**config.mk**
```make
export PLATFORM = sky130hd
export DESIGN_NAME = omni_wheel_speed_mixer
export DESIGN_NICKNAME = d
export VERILOG_FILES = /design/src/rtl/owsm_pkg.sv /design/src/rtl/omni_wheel_speed_mixer.sv /design/src/rtl/owsm_ramp.sv
export SDC_FILE = /design/constraint.sdc
export NUM_CORES = 2
export LEC_CHECK = 0
export BUFFER_PORTS_ARGS = -buffer_cell sky130_fd_sc_hd__buf_2
export CORE_MARGIN = 3
export CORE_UTILIZATION = 35
export CTS_CLUSTER_SIZE = 20
export DETAILED_ROUTE_END_ITERATION = 10
export GPL_TIMING_DRIVEN = 0
export SETUP_SLACK_MARGIN = 0.4
export SYNTH_ARGS = -nofsm -noshare
export SYNTH_HDL_FRONTEND = slang
export SYNTH_SLANG_ARGS = --single-unit
```
**constraint.sdc**
```tcl
create_clock -name clk -period 12 [get_ports clk]
set_input_delay 0.6 -clock clk [delete_from_list [all_inputs] [get_ports clk]]
set_output_delay 0.6 -clock clk [all_outputs]
set_load 0.01 [all_outputs]
```
**src/rtl/owsm_pkg.sv**
```systemverilog
// ============================================================================
// Omni wheel speed mixer package
// Shared widths, payload types, register indexes, sequencer states and the
// output rounding function of the three-wheel omni speed mixer.
// ============================================================================
package owsm_pkg;

    localparam int RATE_W     = 16;
    localparam int OUT_W      = 32;
    localparam int STEP_W     = 12;
    localparam int GAIN_W     = 16;
    localparam int WEIGHT_W   = 15;
    localparam int DZ_W       = 15;
    localparam int CFG_IDX_W  = 4;
    localparam int CFG_DATA_W = 16;

    // Shared multiplier: signed 33 bit by signed 17 bit.
    localparam int OPA_W  = 33;
    localparam int OPB_W  = 17;
    localparam int PROD_W = OPA_W + OPB_W;

    // Wheel sums are kept in Q.34; every term stays well below 2^51.
    localparam int ACC_W      = 56;
    localparam int OUT_SHIFT  = 18;
    localparam int TURN_SHIFT = 14;
    localparam int SLIP_SHIFT = 4;
    localparam int HALF_SHIFT = 13;

    localparam logic [WEIGHT_W-1:0] SQRT3_HALF_Q14 = WEIGHT_W'(14189);
    localparam logic signed [ACC_W-1:0] ROUND_HALF = ACC_W'(1) << (OUT_SHIFT - 1);

    // Register reset values.
    localparam logic [STEP_W-1:0]   ACCEL_STEP_RST    = STEP_W'(20);
    localparam logic [GAIN_W-1:0]   LINEAR_GAIN_RST   = GAIN_W'(16384);
    localparam logic [GAIN_W-1:0]   TURN_GAIN_RST     = GAIN_W'(16384);
    localparam logic [GAIN_W-1:0]   SLIP_GAIN_RST     = GAIN_W'(256);
    localparam logic [WEIGHT_W-1:0] GRIP_WEIGHT_A_RST = WEIGHT_W'(6423);
    localparam logic [WEIGHT_W-1:0] GRIP_WEIGHT_B_RST = WEIGHT_W'(6423);
    localparam logic [WEIGHT_W-1:0] GRIP_WEIGHT_C_RST = WEIGHT_W'(3539);
    localparam logic [DZ_W-1:0]     SLIP_DEADZONE_RST = DZ_W'(3);

    typedef enum logic [CFG_IDX_W-1:0] {
        CFG_ACCEL_STEP    = 4'd0,
        CFG_LINEAR_GAIN   = 4'd1,
        CFG_TURN_GAIN     = 4'd2,
        CFG_SLIP_GAIN     = 4'd3,
        CFG_GRIP_WEIGHT_A = 4'd4,
        CFG_GRIP_WEIGHT_B = 4'd5,
        CFG_GRIP_WEIGHT_C = 4'd6,
        CFG_SLIP_DEADZONE = 4'd7
    } owsm_cfg_idx_t;

    typedef struct packed {
        logic signed [RATE_W-1:0] demand_x;
        logic signed [RATE_W-1:0] demand_y;
        logic signed [RATE_W-1:0] demand_turn;
        logic signed [RATE_W-1:0] yaw_correction;
    } owsm_cmd_t;

    typedef struct packed {
        logic signed [OUT_W-1:0] wheel_one_rpm;
        logic signed [OUT_W-1:0] wheel_two_rpm;
        logic signed [OUT_W-1:0] wheel_three_rpm;
    } owsm_rsp_t;

    // An idle state, one state per multiplier issue slot, then a drain and a finish slot.
    typedef enum logic [3:0] {
        ST_IDLE,
        ST_TURN,
        ST_SLIP,
        ST_LIN_Y,
        ST_LIN_X,
        ST_WGT_A,
        ST_WGT_B,
        ST_WGT_C,
        ST_GAIN_A,
        ST_GAIN_B,
        ST_GAIN_C,
        ST_LAST,
        ST_DONE
    } owsm_state_t;

    // Round a Q.34 sum to Q16.16 (halves toward plus infinity) and saturate.
    function automatic logic signed [OUT_W-1:0] owsm_finish(
        input logic signed [ACC_W-1:0] acc
    );
        logic signed [ACC_W-1:0]           rnd;
        logic signed [ACC_W-OUT_SHIFT-1:0] q;
        logic [ACC_W-OUT_SHIFT-OUT_W:0]    hi;
        logic signed [OUT_W-1:0]           res;
        rnd = acc + ROUND_HALF;
        q   = rnd[ACC_W-1:OUT_SHIFT];
        hi  = q[ACC_W-OUT_SHIFT-1:OUT_W-1];
        if ((hi == '0) || (hi == '1))
        begin
            res = q[OUT_W-1:0];
        end
        else if (q[ACC_W-OUT_SHIFT-1])
        begin
            res = {1'b1, {(OUT_W-1){1'b0}}};
        end
        else
        begin
            res = {1'b0, {(OUT_W-1){1'b1}}};
        end
        return res;
    endfunction

endpackage

```
**src/rtl/omni_wheel_speed_mixer.sv**
```systemverilog
// ============================================================================
// Omni wheel speed mixer
// Ramp-limited three-wheel omni inverse kinematics with a deadzoned slip term.
// ============================================================================
// Each transfer on the cmd channel is one control tick: demanded x, y and turn
// rates in Q3.12 and a yaw slip correction in Q8.8. The x demand is ramp
// limited against a kept reference, then the three wheel speeds are formed
// in Q.34, rounded once to Q16.16 rpm and saturated to 32 bits, and returned
// as one transfer on the rsp channel. All products go through one shared
// 33 x 17 bit signed multiplier with a registered output, issued once per
// cycle by a small sequencer: ten multiplies plus a drain step and a finish
// step. cmd_stall stays high while the sequencer is busy, so a new cmd
// transfer can only follow once the previous item has left the finish step.
// The finished result sits in an output register, so the block takes the
// next item while that result still waits; only when a second result is
// done before the first has been taken does the block hold in its finish
// step. Configuration registers are written through the cfg channel (always
// ready); the user must write them only while the block is idle, which the
// block itself does not enforce; writes to unknown indexes are ignored.
module omni_wheel_speed_mixer (
    input  logic                              clk,
    input  logic                              rst_n,
    input  logic                              cmd_valid,
    output logic                              cmd_stall,
    input  owsm_pkg::owsm_cmd_t               cmd,
    output logic                              rsp_valid,
    input  logic                              rsp_stall,
    output owsm_pkg::owsm_rsp_t               rsp,
    input  logic                              cfg_valid,
    output logic                              cfg_ready,
    input  logic [owsm_pkg::CFG_IDX_W-1:0]    cfg_index,
    input  logic [owsm_pkg::CFG_DATA_W-1:0]   cfg_data
);
    import owsm_pkg::*;

    // Configuration registers.
    logic [STEP_W-1:0]   accel_step_reg;
    logic [GAIN_W-1:0]   linear_gain_reg;
    logic [GAIN_W-1:0]   turn_gain_reg;
    logic [GAIN_W-1:0]   slip_gain_reg;
    logic [WEIGHT_W-1:0] grip_weight_a_reg;
    logic [WEIGHT_W-1:0] grip_weight_b_reg;
    logic [WEIGHT_W-1:0] grip_weight_c_reg;
    logic [DZ_W-1:0]     slip_deadzone_reg;

    // Sequencer and datapath.
    owsm_state_t              state_reg;
    owsm_state_t              state_next;
    owsm_cmd_t                cmd_reg;
    logic signed [RATE_W-1:0] ramped_x_reg;
    logic signed [RATE_W-1:0] ramp_out;
    logic                     slip_en_reg;
    logic signed [OPA_W-1:0]  opa;
    logic signed [OPB_W-1:0]  opb;
    logic signed [PROD_W-1:0] prod_reg;
    logic signed [ACC_W-1:0]  prod_ext;
    logic signed [OPA_W-1:0]  prod_narrow;
    logic signed [OPA_W-1:0]  x_half_neg;
    logic signed [OPA_W-1:0]  s_reg;
    logic signed [OPA_W-1:0]  a_reg;
    logic signed [OPA_W-1:0]  b_reg;
    logic signed [OPA_W-1:0]  c_reg;
    logic signed [ACC_W-1:0]  acc1_reg;
    logic signed [ACC_W-1:0]  acc2_reg;
    logic signed [ACC_W-1:0]  acc3_reg;
    logic signed [RATE_W:0]   yaw_ext;
    logic signed [RATE_W:0]   yaw_mag;
    logic                     cmd_transfer;
    logic                     rsp_load;

    // Output register.
    owsm_rsp_t rsp_reg;
    logic      rsp_valid_reg;

    assign cfg_ready    = 1'b1;
    assign cmd_transfer = cmd_valid && !cmd_stall;
    assign rsp_valid    = rsp_valid_reg;
    assign rsp          = rsp_reg;

    // ------------------------------------------------------------------
    // Configuration writes
    // ------------------------------------------------------------------
    always_ff @(posedge clk or negedge rst_n)
    begin
        if (!rst_n)
        begin
            accel_step_reg    <= ACCEL_STEP_RST;
            linear_gain_reg   <= LINEAR_GAIN_RST;
            turn_gain_reg     <= TURN_GAIN_RST;
            slip_gain_reg     <= SLIP_GAIN_RST;
            grip_weight_a_reg <= GRIP_WEIGHT_A_RST;
            grip_weight_b_reg <= GRIP_WEIGHT_B_RST;
            grip_weight_c_reg <= GRIP_WEIGHT_C_RST;
            slip_deadzone_reg <= SLIP_DEADZONE_RST;
        end
        else if (cfg_valid && cfg_ready)
        begin
            unique case (cfg_index)
                CFG_ACCEL_STEP:    accel_step_reg    <= cfg_data[STEP_W-1:0];
                CFG_LINEAR_GAIN:   linear_gain_reg   <= cfg_data[GAIN_W-1:0];
                CFG_TURN_GAIN:     turn_gain_reg     <= cfg_data[GAIN_W-1:0];
                CFG_SLIP_GAIN:     slip_gain_reg     <= cfg_data[GAIN_W-1:0];
                CFG_GRIP_WEIGHT_A: grip_weight_a_reg <= cfg_data[WEIGHT_W-1:0];
                CFG_GRIP_WEIGHT_B: grip_weight_b_reg <= cfg_data[WEIGHT_W-1:0];
                CFG_GRIP_WEIGHT_C: grip_weight_c_reg <= cfg_data[WEIGHT_W-1:0];
                CFG_SLIP_DEADZONE: slip_deadzone_reg <= cfg_data[DZ_W-1:0];
                default:           ;
            endcase
        end
    end

    // ------------------------------------------------------------------
    // Ramp limiter: the reference is updated at the cmd transfer and then
    // serves as the x rate for the rest of the tick.
    // ------------------------------------------------------------------
    owsm_ramp u_ramp (
        .target  (cmd.demand_x),
        .current (ramped_x_reg),
        .step    (accel_step_reg),
        .ramped  (ramp_out)
    );

    always_ff @(posedge clk or negedge rst_n)
    begin
        if (!rst_n)
        begin
            ramped_x_reg <= '0;
        end
        else if (cmd_transfer)
        begin
            ramped_x_reg <= ramp_out;
        end
    end

    // Slip deadzone test on the incoming correction.
    always_comb
    begin
        yaw_ext = (RATE_W + 1)'(cmd.yaw_correction);
        yaw_mag = (yaw_ext < 0) ? -yaw_ext : yaw_ext;
    end

    // ------------------------------------------------------------------
    // Sequencer: next state
    // ------------------------------------------------------------------
    always_comb
    begin
        state_next = state_reg;
        unique case (state_reg)
            ST_IDLE:
            begin
                if (cmd_transfer)
                begin
                    state_next = ST_TURN;
                end
            end
            ST_TURN:   state_next = ST_SLIP;
            ST_SLIP:   state_next = ST_LIN_Y;
            ST_LIN_Y:  state_next = ST_LIN_X;
            ST_LIN_X:  state_next = ST_WGT_A;
            ST_WGT_A:  state_next = ST_WGT_B;
            ST_WGT_B:  state_next = ST_WGT_C;
            ST_WGT_C:  state_next = ST_GAIN_A;
            ST_GAIN_A: state_next = ST_GAIN_B;
            ST_GAIN_B: state_next = ST_GAIN_C;
            ST_GAIN_C: state_next = ST_LAST;
            ST_LAST:   state_next = ST_DONE;
            ST_DONE:
            begin
                if (rsp_load)
                begin
                    state_next = ST_IDLE;
                end
            end
            default:   state_next = ST_IDLE;
        endcase
    end

    always_ff @(posedge clk or negedge rst_n)
    begin
        if (!rst_n)
        begin
            state_reg <= ST_IDLE;
        end
        else
        begin
            state_reg <= state_next;
        end
    end

    // ------------------------------------------------------------------
    // Sequencer: outputs. Each issue state picks the multiplier operands;
    // the product is used one state later.
    // ------------------------------------------------------------------
    always_comb
    begin
        opa       = '0;
        opb       = '0;
        rsp_load  = 1'b0;
        cmd_stall = (state_reg != ST_IDLE);
        unique case (state_reg)
            ST_TURN:
            begin
                opa = OPA_W'(cmd_reg.demand_turn);
                opb = $signed({1'b0, turn_gain_reg});
            end
            ST_SLIP:
            begin
                opa = OPA_W'(cmd_reg.yaw_correction);
                opb = $signed({1'b0, slip_gain_reg});
            end
            ST_LIN_Y:
            begin
                opa = OPA_W'(cmd_reg.demand_y);
                opb = $signed({{(OPB_W-WEIGHT_W){1'b0}}, SQRT3_HALF_Q14});
            end
            ST_LIN_X:
            begin
                opa = OPA_W'(ramped_x_reg);
                opb = $signed({{(OPB_W-WEIGHT_W){1'b0}}, SQRT3_HALF_Q14});
            end
            ST_WGT_A:
            begin
                opa = s_reg;
                opb = $signed({{(OPB_W-WEIGHT_W){1'b0}}, grip_weight_a_reg});
            end
            ST_WGT_B:
            begin
                opa = s_reg;
                opb = $signed({{(OPB_W-WEIGHT_W){1'b0}}, grip_weight_b_reg});
            end
            ST_WGT_C:
            begin
                opa = s_reg;
                opb = $signed({{(OPB_W-WEIGHT_W){1'b0}}, grip_weight_c_reg});
            end
            ST_GAIN_A:
            begin
                opa = a_reg;
                opb = $signed({1'b0, linear_gain_reg});
            end
            ST_GAIN_B:
            begin
                opa = b_reg;
                opb = $signed({1'b0, linear_gain_reg});
            end
            ST_GAIN_C:
            begin
                opa = c_reg;
                opb = $signed({1'b0, linear_gain_reg});
            end
            ST_DONE:
            begin
                // The result moves out when the output register is free or
                // is being emptied in this same cycle.
                rsp_load = !rsp_valid_reg || !rsp_stall;
            end
            default:
            begin
                opa = '0;
            end
        endcase
    end

    // ------------------------------------------------------------------
    // Shared multiplier and wheel accumulators
    // ------------------------------------------------------------------
    always_comb
    begin
        prod_ext    = ACC_W'(prod_reg);
        prod_narrow = OPA_W'(prod_reg);
        x_half_neg  = -(OPA_W'(ramped_x_reg) <<< HALF_SHIFT);
    end

    always_ff @(posedge clk)
    begin
        prod_reg <= opa * opb;
        case (state_reg)
            ST_IDLE:
            begin
                if (cmd_transfer)
                begin
                    cmd_reg     <= cmd;
                    slip_en_reg <= yaw_mag > $signed({2'b00, slip_deadzone_reg});
                end
            end
            ST_SLIP:
            begin
                // Turn term is common to all three wheels.
                acc1_reg <= prod_ext <<< TURN_SHIFT;
                acc2_reg <= prod_ext <<< TURN_SHIFT;
                acc3_reg <= prod_ext <<< TURN_SHIFT;
            end
            ST_LIN_Y:
            begin
                s_reg <= slip_en_reg ? prod_narrow : '0;
            end
            ST_LIN_X:
            begin
                a_reg <= x_half_neg + prod_narrow;
                b_reg <= x_half_neg - prod_narrow;
            end
            ST_WGT_A:  c_reg    <= prod_narrow;
            ST_WGT_B:  acc1_reg <= acc1_reg + (prod_ext <<< SLIP_SHIFT);
            ST_WGT_C:  acc2_reg <= acc2_reg - (prod_ext <<< SLIP_SHIFT);
            ST_GAIN_A: acc3_reg <= acc3_reg + (prod_ext <<< SLIP_SHIFT);
            ST_GAIN_B: acc1_reg <= acc1_reg + prod_ext;
            ST_GAIN_C: acc2_reg <= acc2_reg + prod_ext;
            ST_LAST:   acc3_reg <= acc3_reg + prod_ext;
            default:   ;
        endcase
    end

    // ------------------------------------------------------------------
    // Output register: rounding and saturation happen on the way in.
    // ------------------------------------------------------------------
    always_ff @(posedge clk)
    begin
        if (rsp_load)
        begin
            rsp_reg.wheel_one_rpm   <= owsm_finish(acc1_reg);
            rsp_reg.wheel_two_rpm   <= owsm_finish(acc2_reg);
            rsp_reg.wheel_three_rpm <= owsm_finish(acc3_reg);
        end
    end

    always_ff @(posedge clk or negedge rst_n)
    begin
        if (!rst_n)
        begin
            rsp_valid_reg <= 1'b0;
        end
        else if (rsp_load)
        begin
            rsp_valid_reg <= 1'b1;
        end
        else if (!rsp_stall)
        begin
            rsp_valid_reg <= 1'b0;
        end
    end

`ifndef NO_ASSERTIONS
    // Every accepted item reaches the finish step after a fixed schedule.
    a_fixed_schedule: assert property (@(posedge clk) disable iff (!rst_n)
        cmd_transfer |-> ##12 (state_reg == ST_DONE))
        else $error("sequencer did not reach the finish step on schedule");

    // A new result only appears out of the finish step.
    a_rsp_from_done: assert property (@(posedge clk) disable iff (!rst_n)
        $rose(rsp_valid) |-> $past(state_reg == ST_DONE))
        else $error("result became valid outside the finish step");

    // The ramp reference only moves at a cmd transfer.
    a_ramp_stable: assert property (@(posedge clk) disable iff (!rst_n)
        (state_reg != ST_IDLE) |=> $stable(ramped_x_reg))
        else $error("ramp reference changed while an item was in progress");
`endif

endmodule

```
**src/rtl/owsm_ramp.sv**
```systemverilog
// ============================================================================
// Omni wheel speed mixer ramp limiter
// Ramps the kept x reference up by at most one step; slowing down takes the demand at once, a reversal gives zero.
// ============================================================================
module owsm_ramp (
    input  logic signed [owsm_pkg::RATE_W-1:0] target,
    input  logic signed [owsm_pkg::RATE_W-1:0] current,
    input  logic [owsm_pkg::STEP_W-1:0]        step,
    output logic signed [owsm_pkg::RATE_W-1:0] ramped
);
    import owsm_pkg::*;

    localparam int DIFF_W = RATE_W + 2;

    logic signed [DIFF_W-1:0] target_ext;
    logic signed [DIFF_W-1:0] current_ext;
    logic signed [DIFF_W-1:0] mag_target;
    logic signed [DIFF_W-1:0] mag_current;
    logic signed [DIFF_W-1:0] diff;
    logic signed [DIFF_W-1:0] step_ext;
    logic signed [DIFF_W-1:0] diff_lim;
    logic signed [DIFF_W-1:0] moved;
    logic                     reversal;

    always_comb
    begin
        target_ext  = DIFF_W'(target);
        current_ext = DIFF_W'(current);
        mag_target  = (target_ext < 0) ? -target_ext : target_ext;
        mag_current = (current_ext < 0) ? -current_ext : current_ext;
        reversal    = ((target < 0) && (current > 0)) || ((target > 0) && (current < 0));
        step_ext    = $signed({{(DIFF_W-STEP_W){1'b0}}, step});
        diff        = target_ext - current_ext;
        if (diff > step_ext)
        begin
            diff_lim = step_ext;
        end
        else if (diff < -step_ext)
        begin
            diff_lim = -step_ext;
        end
        else
        begin
            diff_lim = diff;
        end
        moved = current_ext + diff_lim;

        // The stepped value always lies between reference and target.
        if (reversal)
        begin
            ramped = '0;
        end
        else if (mag_target > mag_current)
        begin
            ramped = moved[RATE_W-1:0];
        end
        else
        begin
            ramped = target;
        end
    end

endmodule
```
==> out/metrics.csv <==
metric,value,unit
fillCellCount,19188,
ys_types,101,
synth_edf_count,444,
hold_viol,0,
drt_iter0_markers,5694,
yosysSeqAreaShare,26.3,%
route.detailed.drc,0,
grt_overflow,0,
worst_pin_slew,1.55,ns
crit_required,12.64,ns
criticalPathCategory,reg -> reg,
cap_violations,8,
hp-class,in -> reg,
clock_sinks,635,
root_buffer,clkbuf_16,
synthesis.area,68100,sq um
synth_most_common_cell,inv_1,
final.period_utilization,92.7,%
gr-usage-all-layers,25.3,%
cts_setup_buffers,0,
crit_end,prod_reg[48],
yosys.area.top_type,edfxtp_1,
die_h,447,um
synthFlopType,edfxtp_1,
cts_buffer_depth,3,
reg2reg_setup_slack,0.88,ns
dp_cells,10249,
hpwl,199000,um
io-pin-count,188,
status,"finished, violations left",
die_w,447,um
grt_pass1_wl,380000,um
ant_nets,0,
grt_pass1_vias,59476,
slowest_stage,clkbuf_1,
cts_tree,built,
numCtsBuffers,78,
arrival,11.76,ns
synth_cells,7523,
layoutNonFillerInstCount,10421,
finalNetCount,8998,
r2r-end,prod_reg[48],
critPathLaunch,state_reg[2],
violations,"capacitance limit, slew limit",
setup_viol,0,
routed_wl,256000,um
ys_async_sr_fraction,22.2,%
endpoint_kind,register,
timing.final.max_slew_violations,104,
synth_common_cells,"inv_1 (880), nand2_1 (697), ha_1 (575)",
crit_fanout,10,
multi_input_area,45900,sq um
rsz0062_at_grt,no,
largest_reg_flops,96,
yosysTopAreaCellShare,19.6,%
syn_area_per_cell,9.06,sq um
r2r_cells,30,
final_util,39.2,%
cp-start-kind,register,
clkSlewWorstSetupHoldPaths,0.06,ns
grt_max_degree,97,
clock_skew,0.0792,ns
path_common_cell,fa_1,
ys.warnings.count,0,
fmax,89.9,MHz
clk_latency,0.73,ns
rows,161,
period_minus_slack,11.12,ns
gp_congestion,0.961,
synth.ff_latch_count,635,
antenna_found_initial,16,
dieArea,200000,sq um
route.vias.total,59858,
vias_per_cell,5.74,
initial_core_util,35.3,%
cpPeakStageDelay,0.78,ns
timing.slew.headroom,-3.61,%
crit-reg2reg-launch,state_reg[2],
synth.area.top_cells,"edfxtp_1 (20%), fa_1 (15%), ha_1 (11%), inv_1 (4.8%), xnor2_1 (4.4%)",
core,193000,sq um
port_buffers,184,
area_delta_synth_final,11.0,%
wire_per_inst,24.6,um
setup_tns,0,ns
drt-pass1-iter-count,7,
register_area,17900,sq um
cts.htree.levels,3,
drive_gt1_share,7.32,%
==> metal layers <==
| metal | vias up | global-route usage (%) | share of wire [%] | routed length, um |
|---|---|---|---|---|
| met2 | 2745 | 41.1 | 46 | 117000 |
| met3 | 607 | 4.20 | 8.5 | 21700 |
| met5 | - | 0 | 0.0051 | 13 |
| met1 | 29513 | 32.4 | 40 | 103000 |
| li1 | 26991 | - | - | - |
| met4 | 2 | 12.8 | 5.8 | 14900 |
==> worst max-delay path: cells and delay by family (launching register included) <==
family	cells	cell delay, ns
adder cells (fa/ha/maj)	7	3.59
AO/OA/AOI/OAI	8	2.50
buffers and inverters	7	2.15
flip-flops	1	0.36
XOR/XNOR	1	0.15
AND/OR/NAND/NOR	7	2.23
==> logic make-up after synthesis <==
logic type               share of synthesized area (%)
AO/OA/AOI/OAI                                     18.6
XOR/XNOR                                          6.88
adder cells (fa/ha/maj)                           25.6
buffers and inverters                             6.48
flip-flops                                        26.3
multiplexers                                      2.12
other                                           0.0110
AND/OR/NAND/NOR                                   14.1
==> metrics by stage <==
| step | hold slack (ns) | instance area [sq um] | setup WS, ns |
|---|---|---|---|
| after floorplan | 0.304 | 68100 | 2.01 |
| after global placement | 0.488 | 72200 | -1.30 |
| after detailed placement | 0.494 | 72500 | 0.0776 |
| after CTS | 0.00144 | 75600 | 0.492 |
| after global routing | 0.0252 | 75600 | 0.442 |
| final | 0.0571 | 75600 | 0.877 |
==> layout by cell type, fill, tap and decap left out, types with 84 or more instances in the layout <==
master    synthesis  layout
a21o_1          239     239
a21oi_1         466     464
a22oi_1         207     207
buf_2             8     191
clkbuf_1        264     262
dfrtp_1         112     112
edfxtp_1        444     444
fa_1            512     512
ha_1            575     575
inv_1           880     880
mux2_2          107     107
nand2_1         697     694
nand2b_1         93      93
nand3_1         158     158
nor2_1          483     480
nor2b_1          84      84
nor3_1           98      94
o21ai_0         420     420
xnor2_1         340     340
xor2_1          193     193
==> worst min path at each step <==
stage	startpoint	endpoint	cells after the start
floorplan	rst_n	accel_step_reg[0]	0
global placement	linear_gain_reg[8]	linear_gain_reg[8]	1
finish	cmd[20]	cmd_reg[20]	1
detailed placement	turn_gain_reg[5]	turn_gain_reg[5]	1
global route	cmd[20]	cmd_reg[20]	1
CTS	cmd[20]	cmd_reg[20]	1
==> timing repair <==
action	4_1_cts	5_1_grt
hold endpoints to repair	59	0
hold buffers	19	0
setup endpoints to repair	10	10
gates resized for setup	6	22
==> area by class of cell <==
cell class	instances	area share (%)
antenna	10	0.0331
buffer	289	1.50
clock buffer	95	2.80
clock inverter	48	0.923
inverter	881	4.37
multi-input combinational	5719	60.7
sequential	635	23.7
tap	2526	4.18
timing repair buffer	218	1.84
Power is not shown: default switching activity piles up to over one toggle a cycle in this logic, so the estimate is an artifact.
